File: src/rlne_pkg.sv
// ----------------------------------------------------------------------------
// rlne_pkg
// Shared types and constants for the rhombic lattice neighbor/edge index core.
// ----------------------------------------------------------------------------
`timescale 1ns / 1ps

package rlne_pkg;

    localparam int VERTEX_W  = 22;
    localparam int EDGE_W    = 24;
    localparam int LSIZE_W   = 7;
    localparam int COORD_W   = 6;
    localparam int LY_W      = 9;
    localparam int PLANE_W   = 15;
    localparam int VOL_W     = 21;
    localparam int RECIP_L_W = 22;
    localparam int RECIP_Y_W = 16;
    localparam int Q1_W      = 16;
    localparam int Q2_W      = 7;
    localparam int SHIFT_L   = 22;
    localparam int SHIFT_Y   = 16;

    // One reciprocal bit is produced per setup cycle, most significant first.
    localparam int SETUP_CYCLES = SHIFT_L + 1;
    localparam int SETUP_CNT_W  = 5;

    localparam logic [1:0] DIR_XY  = 2'd0;
    localparam logic [1:0] DIR_XZ  = 2'd1;
    localparam logic [1:0] DIR_YZ  = 2'd2;
    localparam logic [1:0] DIR_XYZ = 2'd3;

    typedef struct packed {
        logic [VERTEX_W-1:0] vertex;
        logic [1:0]          direction;
        logic                negative;
    } rlne_in_t;

    typedef struct packed {
        logic [VERTEX_W-1:0] neighbor;
        logic [EDGE_W-1:0]   edge_res;
        logic                out_of_range;
    } rlne_out_t;

    typedef struct packed {
        logic [LSIZE_W-1:0]   lsize;
        logic [LY_W-1:0]      ly;
        logic [PLANE_W-1:0]   plane;
        logic [VOL_W-1:0]     vol;
        logic [VERTEX_W-1:0]  total;
        logic [RECIP_L_W-1:0] recip_l;
        logic [RECIP_Y_W-1:0] recip_y;
    } rlne_geom_t;

    typedef struct packed {
        logic [VERTEX_W-1:0] vertex;
        logic [1:0]          direction;
        logic                negative;
        logic                oor;
    } rlne_tag_t;

    typedef struct packed {
        rlne_tag_t          tag;
        logic [COORD_W-1:0] x;
        logic [LY_W-1:0]    y;
        logic [COORD_W-1:0] z;
        logic               w;
    } rlne_item_t;

endpackage

File: src/rlne_setup.sv
// ----------------------------------------------------------------------------
// rlne_setup
// Holds the lattice size and derives extents and division reciprocals.
// ----------------------------------------------------------------------------
`timescale 1ns / 1ps

module rlne_setup
    import rlne_pkg::*;
#(
    parameter int MAX_LATTICE = 64
)
(
    input  logic               clk,
    input  logic               rst_n,
    input  logic               cfg_we,
    input  logic [LSIZE_W-1:0] cfg_data,
    output rlne_geom_t         geom,
    output logic               settling
);

    localparam logic [LSIZE_W-1:0] LMAX = LSIZE_W'(MAX_LATTICE);
    localparam logic [LSIZE_W-1:0] LMIN = LSIZE_W'(2);

    logic [LSIZE_W-1:0]     lsize_reg;
    logic [LY_W-1:0]        ly_reg;
    logic [PLANE_W-1:0]     plane_reg;
    logic [VOL_W-1:0]       vol_reg;
    logic [SETUP_CNT_W-1:0] cnt_reg;
    logic [LSIZE_W-1:0]     rem_a_reg;
    logic [LY_W-1:0]        rem_b_reg;
    logic [RECIP_L_W-1:0]   quo_a_reg;
    logic [RECIP_Y_W-1:0]   quo_b_reg;

    logic [LSIZE_W-1:0]     clamped;
    logic [SETUP_CNT_W-1:0] step;
    logic [LSIZE_W:0]       trial_a;
    logic [LY_W:0]          trial_b;
    logic                   fit_a;
    logic                   fit_b;

    always_comb
    begin
        if (cfg_data < LMIN)
            clamped = LMIN;
        else if (cfg_data > LMAX)
            clamped = LMAX;
        else
            clamped = cfg_data;
    end

    // Restoring division of 2^22 by L and 2^16 by 5L, one quotient bit a cycle.
    assign step    = cnt_reg - SETUP_CNT_W'(1);
    assign trial_a = {rem_a_reg, (step == SETUP_CNT_W'(SHIFT_L))};
    assign trial_b = {rem_b_reg, (step == SETUP_CNT_W'(SHIFT_Y))};
    assign fit_a   = trial_a >= {1'b0, lsize_reg};
    assign fit_b   = trial_b >= {1'b0, ly_reg};

    always_ff @(posedge clk or negedge rst_n)
    begin
        if (!rst_n)
        begin
            lsize_reg <= LSIZE_W'(10);
            cnt_reg   <= SETUP_CNT_W'(SETUP_CYCLES);
            rem_a_reg <= '0;
            rem_b_reg <= '0;
            quo_a_reg <= '0;
            quo_b_reg <= '0;
        end
        else if (cfg_we)
        begin
            lsize_reg <= clamped;
            cnt_reg   <= SETUP_CNT_W'(SETUP_CYCLES);
            rem_a_reg <= '0;
            rem_b_reg <= '0;
            quo_a_reg <= '0;
            quo_b_reg <= '0;
        end
        else if (cnt_reg != '0)
        begin
            cnt_reg   <= step;
            rem_a_reg <= fit_a ? LSIZE_W'(trial_a - {1'b0, lsize_reg}) : LSIZE_W'(trial_a);
            quo_a_reg <= {quo_a_reg[RECIP_L_W-2:0], fit_a};
            if (step <= SETUP_CNT_W'(SHIFT_Y))
            begin
                rem_b_reg <= fit_b ? LY_W'(trial_b - {1'b0, ly_reg}) : LY_W'(trial_b);
                quo_b_reg <= {quo_b_reg[RECIP_Y_W-2:0], fit_b};
            end
        end
    end

    // Extents follow the size register through ly_reg, plane_reg and vol_reg, well inside setup.
    always_ff @(posedge clk)
    begin
        ly_reg    <= LY_W'({lsize_reg, 2'b00}) + LY_W'(lsize_reg);
        plane_reg <= PLANE_W'(ly_reg * lsize_reg);
        vol_reg   <= VOL_W'(plane_reg * lsize_reg);
    end

    assign geom.lsize   = lsize_reg;
    assign geom.ly      = ly_reg;
    assign geom.plane   = plane_reg;
    assign geom.vol     = vol_reg;
    assign geom.total   = {vol_reg, 1'b0};
    assign geom.recip_l = quo_a_reg;
    assign geom.recip_y = quo_b_reg;
    assign settling     = cnt_reg != '0;

endmodule

File: src/rlne_front.sv
// ----------------------------------------------------------------------------
// rlne_front
// Range check and split of the vertex index into x, y, z and w.
// ----------------------------------------------------------------------------
`timescale 1ns / 1ps

module rlne_front
    import rlne_pkg::*;
(
    input  logic       clk,
    input  logic       rst_n,
    input  logic       accept,
    input  rlne_in_t   query,
    input  rlne_geom_t geom,
    output logic       push,
    output rlne_item_t item
);

    localparam int NSTG = 8;

    logic [NSTG-1:0]         vld_reg;
    rlne_tag_t               tag_reg [NSTG];
    logic [Q1_W-1:0]         q1e_reg;
    logic [VERTEX_W-1:0]     m1_reg;
    logic [Q1_W-1:0]         q1c_reg;
    logic [Q1_W-1:0]         q1_reg [3:5];
    logic [COORD_W-1:0]      x_reg [3:7];
    logic [Q2_W-1:0]         q2e_reg [4:5];
    logic [Q1_W-1:0]         m2_reg;
    logic [LY_W-1:0]         y_reg [6:7];
    logic [Q2_W-1:0]         q2_reg;
    logic [COORD_W-1:0]      z_reg;
    logic                    w_reg;

    logic [VERTEX_W+RECIP_L_W-1:0] prod_a;
    logic [VERTEX_W-1:0]           r1;
    logic [2*Q1_W-1:0]             prod_b;
    logic [Q1_W-1:0]               r2;
    logic                          wrap_w;

    assign prod_a = (VERTEX_W+RECIP_L_W)'(tag_reg[0].vertex)
                  * (VERTEX_W+RECIP_L_W)'(geom.recip_l);
    assign r1     = tag_reg[2].vertex - m1_reg;
    assign prod_b = (2*Q1_W)'(q1_reg[3]) * (2*Q1_W)'(geom.recip_y);
    assign r2     = q1_reg[5] - m2_reg;
    assign wrap_w = q2_reg >= Q2_W'(geom.lsize);

    always_ff @(posedge clk or negedge rst_n)
    begin
        if (!rst_n)
            vld_reg <= '0;
        else
            vld_reg <= {vld_reg[NSTG-2:0], accept};
    end

    always_ff @(posedge clk)
    begin
        tag_reg[0].vertex    <= query.vertex;
        tag_reg[0].direction <= query.direction;
        tag_reg[0].negative  <= query.negative;
        tag_reg[0].oor       <= query.vertex >= geom.total;
        for (int i = 1; i < NSTG; i++)
            tag_reg[i] <= tag_reg[i-1];

        // Quotient by L from the reciprocal; it can be one low, fixed below.
        q1e_reg <= prod_a[SHIFT_L+Q1_W-1:SHIFT_L];
        m1_reg  <= VERTEX_W'(q1e_reg * geom.lsize);
        q1c_reg <= q1e_reg;

        if (r1 >= VERTEX_W'(geom.lsize))
        begin
            x_reg[3]  <= COORD_W'(r1 - VERTEX_W'(geom.lsize));
            q1_reg[3] <= q1c_reg + Q1_W'(1);
        end
        else
        begin
            x_reg[3]  <= COORD_W'(r1);
            q1_reg[3] <= q1c_reg;
        end

        q2e_reg[4] <= prod_b[SHIFT_Y+Q2_W-1:SHIFT_Y];
        q1_reg[4]  <= q1_reg[3];
        x_reg[4]   <= x_reg[3];

        m2_reg     <= Q1_W'(q2e_reg[4] * geom.ly);
        q2e_reg[5] <= q2e_reg[4];
        q1_reg[5]  <= q1_reg[4];
        x_reg[5]   <= x_reg[4];

        if (r2 >= Q1_W'(geom.ly))
        begin
            y_reg[6] <= LY_W'(r2 - Q1_W'(geom.ly));
            q2_reg   <= q2e_reg[5] + Q2_W'(1);
        end
        else
        begin
            y_reg[6] <= LY_W'(r2);
            q2_reg   <= q2e_reg[5];
        end
        x_reg[6]  <= x_reg[5];

        // The quotient by the volume is below two, so one compare splits z and w.
        w_reg    <= wrap_w;
        z_reg    <= wrap_w ? COORD_W'(q2_reg - Q2_W'(geom.lsize)) : COORD_W'(q2_reg);
        y_reg[7] <= y_reg[6];
        x_reg[7] <= x_reg[6];
    end

    assign push     = vld_reg[NSTG-1];
    assign item.tag = tag_reg[NSTG-1];
    assign item.x   = x_reg[7];
    assign item.y   = y_reg[7];
    assign item.z   = z_reg;
    assign item.w   = w_reg;

endmodule

File: src/rlne_queue.sv
// ----------------------------------------------------------------------------
// rlne_queue
// Short queue of split items between the front and the back.
// ----------------------------------------------------------------------------
`timescale 1ns / 1ps

module rlne_queue
    import rlne_pkg::*;
(
    input  logic       clk,
    input  logic       rst_n,
    input  logic       push,
    input  rlne_item_t push_item,
    input  logic       pop,
    output logic       not_empty,
    output rlne_item_t head
);

    localparam int DEPTH = 4;
    localparam int PTR_W = 2;

    rlne_item_t       mem [DEPTH];
    logic [PTR_W-1:0] wr_ptr_reg;
    logic [PTR_W-1:0] rd_ptr_reg;
    logic [PTR_W:0]   count_reg;
    logic             do_pop;

    assign not_empty = count_reg != '0;
    assign do_pop    = pop && not_empty;
    assign head      = mem[rd_ptr_reg];

    always_ff @(posedge clk or negedge rst_n)
    begin
        if (!rst_n)
        begin
            wr_ptr_reg <= '0;
            rd_ptr_reg <= '0;
            count_reg  <= '0;
        end
        else
        begin
            if (push)
                wr_ptr_reg <= wr_ptr_reg + PTR_W'(1);
            if (do_pop)
                rd_ptr_reg <= rd_ptr_reg + PTR_W'(1);
            count_reg <= count_reg + (PTR_W+1)'(push) - (PTR_W+1)'(do_pop);
        end
    end

    always_ff @(posedge clk)
    begin
        if (push)
            mem[wr_ptr_reg] <= push_item;
    end

endmodule

File: src/rlne_back.sv
// ----------------------------------------------------------------------------
// rlne_back
// Steps to the neighbor, rebuilds its index and forms the edge index.
// ----------------------------------------------------------------------------
`timescale 1ns / 1ps

module rlne_back
    import rlne_pkg::*;
(
    input  logic       clk,
    input  logic       rst_n,
    input  logic       valid,
    input  rlne_item_t item,
    input  rlne_geom_t geom,
    output logic       done,
    output rlne_out_t  result
);

    logic [2:0]          vld_reg;
    rlne_tag_t           tag_reg [3];
    logic [COORD_W-1:0]  nx_reg;
    logic [LY_W-1:0]     ny_reg;
    logic [COORD_W-1:0]  nz_reg;
    logic                nw_reg;
    logic [COORD_W-1:0]  px_reg;
    logic [VERTEX_W-1:0] py_reg;
    logic [VERTEX_W-1:0] pz_reg;
    logic [VERTEX_W-1:0] pw_reg;
    logic [VERTEX_W-1:0] nb_reg;
    logic                done_reg;
    rlne_out_t           result_reg;

    logic                pos;
    logic                odd_x;
    logic                odd_y;
    logic                odd_z;
    logic                dx;
    logic                dy;
    logic                dz;
    logic [COORD_W-1:0]  step_x;
    logic [LY_W-1:0]     step_y;
    logic [COORD_W-1:0]  step_z;
    logic [VERTEX_W-1:0] low_end;

    assign pos = ~item.tag.negative;

    always_comb
    begin
        odd_x = 1'b0;
        odd_y = 1'b0;
        odd_z = 1'b0;
        unique case (item.tag.direction)
            DIR_XY:  odd_z = 1'b1;
            DIR_XZ:  odd_y = 1'b1;
            DIR_YZ:  odd_x = 1'b1;
            DIR_XYZ: ;
            default: ;
        endcase
    end

    // From w=1 the paired axes move with a positive step; from w=0 with a negative one.
    always_comb
    begin
        if (item.w)
        begin
            dx = odd_x ? item.tag.negative : pos;
            dy = odd_y ? item.tag.negative : pos;
            dz = odd_z ? item.tag.negative : pos;
            step_x = (!dx) ? item.x :
                     (7'(item.x) + 7'd1 >= geom.lsize) ? '0 : item.x + COORD_W'(1);
            step_y = (!dy) ? item.y :
                     (10'(item.y) + 10'd1 >= 10'(geom.ly)) ? '0 : item.y + LY_W'(1);
            step_z = (!dz) ? item.z :
                     (7'(item.z) + 7'd1 >= geom.lsize) ? '0 : item.z + COORD_W'(1);
        end
        else
        begin
            dx = odd_x ? pos : item.tag.negative;
            dy = odd_y ? pos : item.tag.negative;
            dz = odd_z ? pos : item.tag.negative;
            step_x = (!dx) ? item.x :
                     (item.x == '0) ? COORD_W'(geom.lsize - 7'd1) : item.x - COORD_W'(1);
            step_y = (!dy) ? item.y :
                     (item.y == '0) ? geom.ly - LY_W'(1) : item.y - LY_W'(1);
            step_z = (!dz) ? item.z :
                     (item.z == '0) ? COORD_W'(geom.lsize - 7'd1) : item.z - COORD_W'(1);
        end
    end

    assign low_end = tag_reg[2].negative ? nb_reg : tag_reg[2].vertex;

    always_ff @(posedge clk or negedge rst_n)
    begin
        if (!rst_n)
        begin
            vld_reg  <= '0;
            done_reg <= 1'b0;
        end
        else
        begin
            vld_reg  <= {vld_reg[1:0], valid};
            done_reg <= vld_reg[2];
        end
    end

    always_ff @(posedge clk)
    begin
        tag_reg[0] <= item.tag;
        tag_reg[1] <= tag_reg[0];
        tag_reg[2] <= tag_reg[1];

        nx_reg <= step_x;
        ny_reg <= step_y;
        nz_reg <= step_z;
        nw_reg <= ~item.w;

        px_reg <= nx_reg;
        py_reg <= VERTEX_W'(ny_reg * geom.lsize);
        pz_reg <= VERTEX_W'(nz_reg * geom.plane);
        pw_reg <= nw_reg ? VERTEX_W'(geom.vol) : '0;

        nb_reg <= VERTEX_W'(px_reg) + py_reg + pz_reg + pw_reg;

        if (tag_reg[2].oor)
        begin
            result_reg.neighbor     <= '0;
            result_reg.edge_res     <= '0;
            result_reg.out_of_range <= 1'b1;
        end
        else
        begin
            result_reg.neighbor     <= nb_reg;
            result_reg.edge_res     <= {low_end, 2'b00} + EDGE_W'(tag_reg[2].direction);
            result_reg.out_of_range <= 1'b0;
        end
    end

    assign done   = done_reg;
    assign result = result_reg;

endmodule

File: src/rhombic_lattice_neighbor_edge_index_core.sv
// ----------------------------------------------------------------------------
// rhombic_lattice_neighbor_edge_index_core
// Neighbor vertex and edge index on a periodic two-sublattice rhombic lattice.
// ----------------------------------------------------------------------------
//  Channel   Ports                          Handshake
//  query     start, busy, query             taken when start && !busy
//  result    done, result                   valid for the one cycle done is high
//  config    cfg_we, cfg_data               written when cfg_we is high
//
// One query is taken every cycle while busy is low; each result appears in
// order. The lattice size is turned into reciprocals by a bit-serial
// divider, so busy is high after reset and after each configuration write
// until the divider is done. Results cannot be held off by the receiver.
// ----------------------------------------------------------------------------
`timescale 1ns / 1ps

module rhombic_lattice_neighbor_edge_index_core
    import rlne_pkg::*;
#(
    parameter int MAX_LATTICE = 64
)
(
    input  logic               clk,
    input  logic               rst_n,
    input  logic               start,
    output logic               busy,
    input  rlne_in_t           query,
    output logic               done,
    output rlne_out_t          result,
    input  logic               cfg_we,
    input  logic [LSIZE_W-1:0] cfg_data
);

    rlne_geom_t geom;
    logic       settling;
    logic       accept;
    logic       push;
    rlne_item_t push_item;
    logic       not_empty;
    rlne_item_t head;

    assign busy   = settling;
    assign accept = start && !settling;

    rlne_setup #(
        .MAX_LATTICE(MAX_LATTICE)
    ) u_setup (
        .clk      (clk),
        .rst_n    (rst_n),
        .cfg_we   (cfg_we),
        .cfg_data (cfg_data),
        .geom     (geom),
        .settling (settling)
    );

    rlne_front u_front (
        .clk    (clk),
        .rst_n  (rst_n),
        .accept (accept),
        .query  (query),
        .geom   (geom),
        .push   (push),
        .item   (push_item)
    );

    rlne_queue u_queue (
        .clk       (clk),
        .rst_n     (rst_n),
        .push      (push),
        .push_item (push_item),
        .pop       (1'b1),
        .not_empty (not_empty),
        .head      (head)
    );

    rlne_back u_back (
        .clk    (clk),
        .rst_n  (rst_n),
        .valid  (not_empty),
        .item   (head),
        .geom   (geom),
        .done   (done),
        .result (result)
    );

endmodule

File: config.mk
export PLATFORM = sky130hd
export DESIGN_NAME = rhombic_lattice_neighbor_edge_index_core
export DESIGN_NICKNAME = d
export VERILOG_FILES = /design/src/rlne_pkg.sv /design/src/rlne_setup.sv /design/src/rlne_front.sv /design/src/rlne_queue.sv /design/src/rlne_back.sv /design/src/rhombic_lattice_neighbor_edge_index_core.sv
export SDC_FILE = /design/constraint.sdc
export NUM_CORES = 2
export LEC_CHECK = 0
export BUFFER_PORTS_ARGS = -buffer_cell sky130_fd_sc_hd__buf_2
export CAP_MARGIN = 5
export CORE_MARGIN = 2
export CORE_UTILIZATION = 65
export DETAILED_ROUTE_END_ITERATION = 10
export GPL_TIMING_DRIVEN = 1
export PLACE_DENSITY = 0.8
export SETUP_SLACK_MARGIN = 0.15
export SYNTH_ARGS = -nofsm -noshare
export SYNTH_HDL_FRONTEND = slang
export SYNTH_SLANG_ARGS = --single-unit
File: constraint.sdc
create_clock -name clk -period 15.84 [get_ports clk]
set_clock_uncertainty 0.1 [all_clocks]
set_input_delay 1.584 -clock clk [delete_from_list [all_inputs] [get_ports clk]]
set_output_delay 1.584 -clock clk [all_outputs]
set_load 0.1 [all_outputs]
Word-level counts from Yosys, hierarchy flattened
Memory sizes are Yosys's and may differ from the RTL's.
Index checks and enable logic that the tools add are counted.
{"block": "word_totals", "ram_bits": 588, "reg_bits": 370, "out_inout_bits": 49, "inputBits": 36, "memories": 7, "elab_cells": 167}
{"memory": "u_front.tag_reg", "words": 8, "word_bits": 26, "read_ports": 8, "rd_clocked_by_memory_dff": 0, "wr": 8, "line_no": "rlne_front.sv:22", "source": "rlne_tag_t tag_reg [NSTG];"}
{"memory": "u_queue.mem", "words": 4, "word_bits": 48, "read_ports": 1, "rd_clocked_by_memory_dff": 0, "wr": 1, "line_no": "rlne_queue.sv:22", "source": "rlne_item_t mem [DEPTH];"}
{"memory": "u_back.tag_reg", "words": 3, "word_bits": 26, "read_ports": 3, "rd_clocked_by_memory_dff": 0, "wr": 3, "line_no": "rlne_back.sv:20", "source": "rlne_tag_t tag_reg [3];"}
{"memory": "u_front.q1_reg", "words": 3, "word_bits": 16, "read_ports": 3, "rd_clocked_by_memory_dff": 0, "wr": 3, "line_no": "rlne_front.sv:26", "source": "logic [Q1_W-1:0] q1_reg [3:5];"}
{"memory": "u_front.x_reg", "words": 5, "word_bits": 6, "read_ports": 5, "rd_clocked_by_memory_dff": 0, "wr": 5, "line_no": "rlne_front.sv:27", "source": "logic [COORD_W-1:0] x_reg [3:7];"}
{"memory": "u_front.y_reg", "words": 2, "word_bits": 9, "read_ports": 2, "rd_clocked_by_memory_dff": 0, "wr": 2, "line_no": "rlne_front.sv:30", "source": "logic [LY_W-1:0] y_reg [6:7];"}
{"memory": "+1 memories"}
{"block": "op_classes", "n_lt_le_gt_ge": 12, "add_sub_neg": 30, "n_mux": 55, "n_eq_ne": 4, "n_reduce_logical": 11, "mul": 8, "bitwise": 5}
{"op": "2-to-1 mux 9 bit", "n": 10}
{"op": "2-to-1 mux 6 bit", "n": 12}
{"op": "2-to-1 mux 22 bit", "n": 3}
{"op": "2-to-1 mux 16 bit", "n": 4}
{"op": "2-to-1 mux 7 bit", "n": 6}
{"op": "multiplier 22 x 22 -> 38 bit", "n": 1}
{"op": "adder 24 x 2 -> 24 bit", "n": 1}
{"op": "multiplier 16 x 16 -> 23 bit", "n": 1}
{"op": "adder 22 x 21 -> 22 bit", "n": 1}
{"op": "adder 22 bit", "n": 1}
{"op": ">= comparator 22 bit", "n": 1}
{"op": ">= comparator 22 x 7 -> 1 bit", "n": 1}
{"op": "multiplier 16 x 7 -> 22 bit", "n": 1}
{"op": "subtractor 22 bit", "n": 1}
{"op": ">= comparator 7 bit", "n": 3}
{"op": "multiplier 15 x 7 -> 21 bit", "n": 1}
{"op": "multiplier 6 x 15 -> 21 bit", "n": 1}
{"op": ">= comparator 10 x 9 -> 1 bit", "n": 2}
{"op": "2-to-1 mux 1 bit", "n": 18}
{"op": "subtractor 6 x 1 -> 6 bit (second input constant)", "n": 3}
{"op": "subtractor 9 x 1 -> 9 bit (second input constant)", "n": 2}
{"op": "subtractor 9 bit", "n": 2}
{"op": "adder 6 x 16 -> 17 bit", "n": 1}
{"op": "adder 16 x 1 -> 16 bit (second input constant)", "n": 1}
{"op": "36 further kinds", "n": 47}

Logic depth before layout (Yosys ltp)
{"block": "logic_depth", "ltp_word": 7, "ltp_mapped": 25, "depth_no_buf": 24}

Modules after synthesis
From an unflattened synthesis, not the netlist that was laid out.
{"block": "hier_totals", "hier_cells": 6646, "area_unflattened_um2": 69111.3}
{"module": "rlne_front", "cells_per_inst": 3876, "seq_area_each_um2": 8247.9, "instances": 1, "area_per_inst_um2": 37757.5}
{"module": "rlne_back", "cells_per_inst": 1414, "seq_area_each_um2": 4764.6, "instances": 1, "area_per_inst_um2": 13968.4}
{"module": "rlne_setup", "cells_per_inst": 1069, "seq_area_each_um2": 2560.0, "instances": 1, "area_per_inst_um2": 9988.3}
{"module": "rlne_queue", "cells_per_inst": 285, "seq_area_each_um2": 5940.7, "instances": 1, "area_per_inst_um2": 7379.6}
{"module": "rhombic_lattice_neighbor_edge_index_core", "cells_per_inst": 2, "seq_area_each_um2": 0.0, "instances": 1, "area_per_inst_um2": 17.5}

Least setup slack after synthesis
OpenSTA, ideal clock, no wires.
{"block": "synth_path", "path_type": "reg2reg", "startpoint": "memory u_front.tag_reg[0][22] (netlist bit)", "endpoint": "register u_front.q1e_reg[15]", "required_ns": 15.668, "period_less_slack_ns": 6.940, "setup_ns": 0.072, "n_path_buf": 2, "path_stages_with_launch": 23, "arrival_time_ns": 6.768, "setup_slack_ns": 8.900, "cell_sequence": "dfxtp_1 -> clkbuf_1 -> clkbuf_1 -> nand2_1 -> fa_1 -> fa_1 -> fa_1 -> inv_1 -> fa_1 -> fa_1 -> fa_1 -> fa_1 -> ha_1 -> a211o_1 -> a311oi_1 -> o21ai_1 -> a31oi_1 -> a31oi_1 -> o2111ai_1 -> a211oi_1 -> or3_1 -> a31oi_1 -> xnor2_1"}
{"item": "from (decl)", "line_no": "rlne_front.sv:22"}
{"item": "to (signal assigned)", "line_no": "rlne_front.sv:66", "source": "q1e_reg <= prod_a[SHIFT_L+Q1_W-1:SHIFT_L];"}
{"item": "to (decl)", "line_no": "rlne_front.sv:23", "source": "logic [Q1_W-1:0] q1e_reg;"}

==> qor.yml <==
cts:
  cts_made_buffers: 94
  insertion_delay_ns: 0.70
  cts_setup_buffers: 0
  postCtsResizedCells: 0
  path_clk_slew_ns: 0.07
  holdBufCountCts: 0
  cts-root-buf: "clkbuf_16"
  tritoncts: "built"
  h-tree-depth: 3
  cts.path.max_buffers: 3
  clock_sinks: 957
placed_design:
  hpwlAfterDp_um: 111000
  portBuffers: 84
  dp_slack_ns: 7.65
  place_congestion: 0.900
  dp_cells: 7804
power:
  p_per_area_mw_per_mm2: 145
  p_leak_uw: 0.0341
  p_total_uw: 10500
  ir_drop_uv: 226
worst_hold_path:
  min_to: "u_front.tag_reg[1][7]"
  hp-class: "reg -> reg"
  worstHoldStart: "u_front.tag_reg[0][85]"
  hold_depth: 0
global_routing:
  grtUsageTotal: 0.295
  overflow: 0
  grt_pass1_vias: 48400
  grt_start_max_net_pins: 75
  grt_pass1_wl_um: 250000
  antenna_found_initial: 11
detailed_routing:
  vias_per_cell: 5.70
  drt_iter0_drc: 3092
  vias: 45500
  wl_per_cell_um: 19.0
  drt-total-wl_um: 152000
  drt_pass1_iterations: 6
  drc: 0
  ant_nets: 0
floorplanning:
  die_h_um: 327
  fp.coreArea_mm2: 0.103
  io_pins: 85
  fp.dieW_um: 327
  rows: 118
  start_util: 0.655
  die-area_mm2: 0.107
final_layout:
  fillCellCount: 7252
  syn_to_final_growth_pct: 7.00
  largest_reg_flops: 208
  stdcell_count: 7986
  post_route_cells_drive_above_1_share: 0.0544
  nets: 7977
synth:
  syn-cell-area_mm2: 0.0678
  synth_flop_cell: "dfxtp_1"
  synth_most_common_cell: "inv_1"
  seq_area_frac_synth: 0.317
  synth_edf_count: 192
  synth.distinct_cells: 84
  synth_largest_area_cell: "fa_1"
  ys_top_cells_by_count: "1047 x inv_1, 889 x nand2_1, 855 x fa_1"
  synthCells: 6565
  syn_avg_cell_area_um2: 10.3
  ys.warnings.count: 0
  synth_seq_cells: 957
  netlist_top_cells_area: "fa_1 25%, dfxtp_1 20%, ha_1 10%, edfxtp_1 8.5%, inv_1 5.8%"
  synth_nets: 8022
  async_reset_ff_frac: 0.0888
  synth_top_area_share: 0.252
worst_setup_path:
  crit_path_start_kind: "flop"
  r2r_end: "u_front.q1e_reg[15]"
  path_class: "reg -> reg"
  cp.arrival_ns: 8.84
  crit_path_end_kind: "flop"
  worstReg2RegStart: "u_front.tag_reg[0][15]"
  worstRegToRegCells: 22
  path_max_fanout: 23
  critPathRequiredTime_ns: 16.31
  rrSetupSlack_ns: 7.48
timing:
  drv_slew: 0
  relSlewSlack: 0.198
  hold_ws_ns: 0.195
  finalWorstPathRequiredPeriod_ns: 8.36
  tns_ns: 0
  rsz0062_at_grt: "no"
  hold_viol_final: 0
  worst_slack_ns: 7.48
  final.period_utilization: 0.528
  fmax_ghz: 0.120
  tightest_slew_ns: 1.20
  setup_violations: 0
job:
  max_cap_viol_count: 0
status:
  outcome: "completed"
==> where the power goes <==
group          switching, uW  internal, uW
combinational           2900          1890
clock                   1000          1310
sequential               411          3020
==> layout make-up <==
cell class                      instances  area [um^2]  area share
Multi-Input combinational cell       4298        41400       0.570
Clock inverter                         46          547     0.00754
Inverter                             1050         3940      0.0543
Clock buffer                          131         2730      0.0376
Antenna cell                            5         12.5    0.000172
Timing Repair Buffer                  119          686     0.00945
Sequential cell                       957        21500       0.297
Tap cell                             1380         1730      0.0238
==> metal layers <==
| layer | GRT usage | share of wire |
|---|---|---|
| met1 | 0.372 | 0.39 |
| met2 | 0.507 | 0.49 |
| met5 | 0 | 0.00038 |
| met4 | 0.127 | 0.044 |
| met3 | 0.0466 | 0.070 |
==> how the worst max path moves through the flow <==
| stage | endpoint | from | slack [ns] |
|---|---|---|---|
| 5_1_grt | u_front.q1e_reg[15] | u_front.tag_reg[0][15] | 6.99 |
| 3_3_place_gp | u_front.q1e_reg[15] | u_front.tag_reg[0][14] | 7.81 |
| 4_1_cts | u_front.q1e_reg[15] | u_front.tag_reg[0][15] | 7.66 |
| 2_1_floorplan | u_front.q1e_reg[15] | u_front.tag_reg[0][22] | 8.90 |
| 6_report | u_front.q1e_reg[15] | u_front.tag_reg[0][15] | 7.48 |
| 3_5_place_dp | u_front.q1e_reg[15] | u_front.tag_reg[0][14] | 7.65 |
==> logic make-up (layout without fill, tap and decap cells) <==
kind of cell	count (synthesis)	after routing	synth area share
AND/OR/NAND/NOR	1861	1861	0.131
XOR/XNOR	276	276	0.0357
flip-flops	957	957	0.317
other	0	5	0
AO/OA/AOI/OAI	623	623	0.0597
adder cells (fa/ha/maj)	1421	1421	0.357
multiplexers	117	117	0.0264
buffers and inverters	1310	1346	0.0728
==> cell usage in the layout (no fill, tap or decap), drive strengths merged, types with 18 or more instances in the layout <==
cell type,count
inv,1056
nand2,889
fa,855
dfxtp,680
ha,566
and2,463
nor2,198
edfxtp,192
xnor2,191
a21oi,177
clkbuf,131
buf,119
o21ai,116
xor2,85
dfrtp,79
a21o,72
nand3,56
nor3,54
nor2b,52
mux2i,52
mux4,48
nand2b,36
a211oi,36
o21bai,35
clkinv,31
o21a,24
and3,23
or3,23
a31oi,21
nand4,20
a2111oi,18
==> critical path: stages, from the launching register on <==
cell and delay [ns]:
dfxtp_1 1.12, nand2_1 0.17, fa_1 0.49, fa_1 0.50, fa_1 0.54, inv_1 0.05
fa_1 0.50, inv_1 0.05, fa_1 0.53, inv_1 0.05, fa_1 0.49, fa_1 0.41
ha_1 0.32, a211oi_1 0.33, o211ai_1 0.15, a31o_2 0.23, o2111ai_1 0.46, a31oi_1 0.42
o2111ai_1 0.44, a211oi_1 0.18, or3_1 0.42, a31oi_1 0.21, xnor2_1 0.09
==> stage by stage <==
stage | area, um^2 | util
floorplan | 67800 | -
global placement | 69300 | 0.669
detailed placement | 69300 | 0.669
CTS | 72500 | 0.701
global route | 72500 | 0.701
finish | 72500 | 0.701
Note: power is estimated with default switching activity, not from simulation.
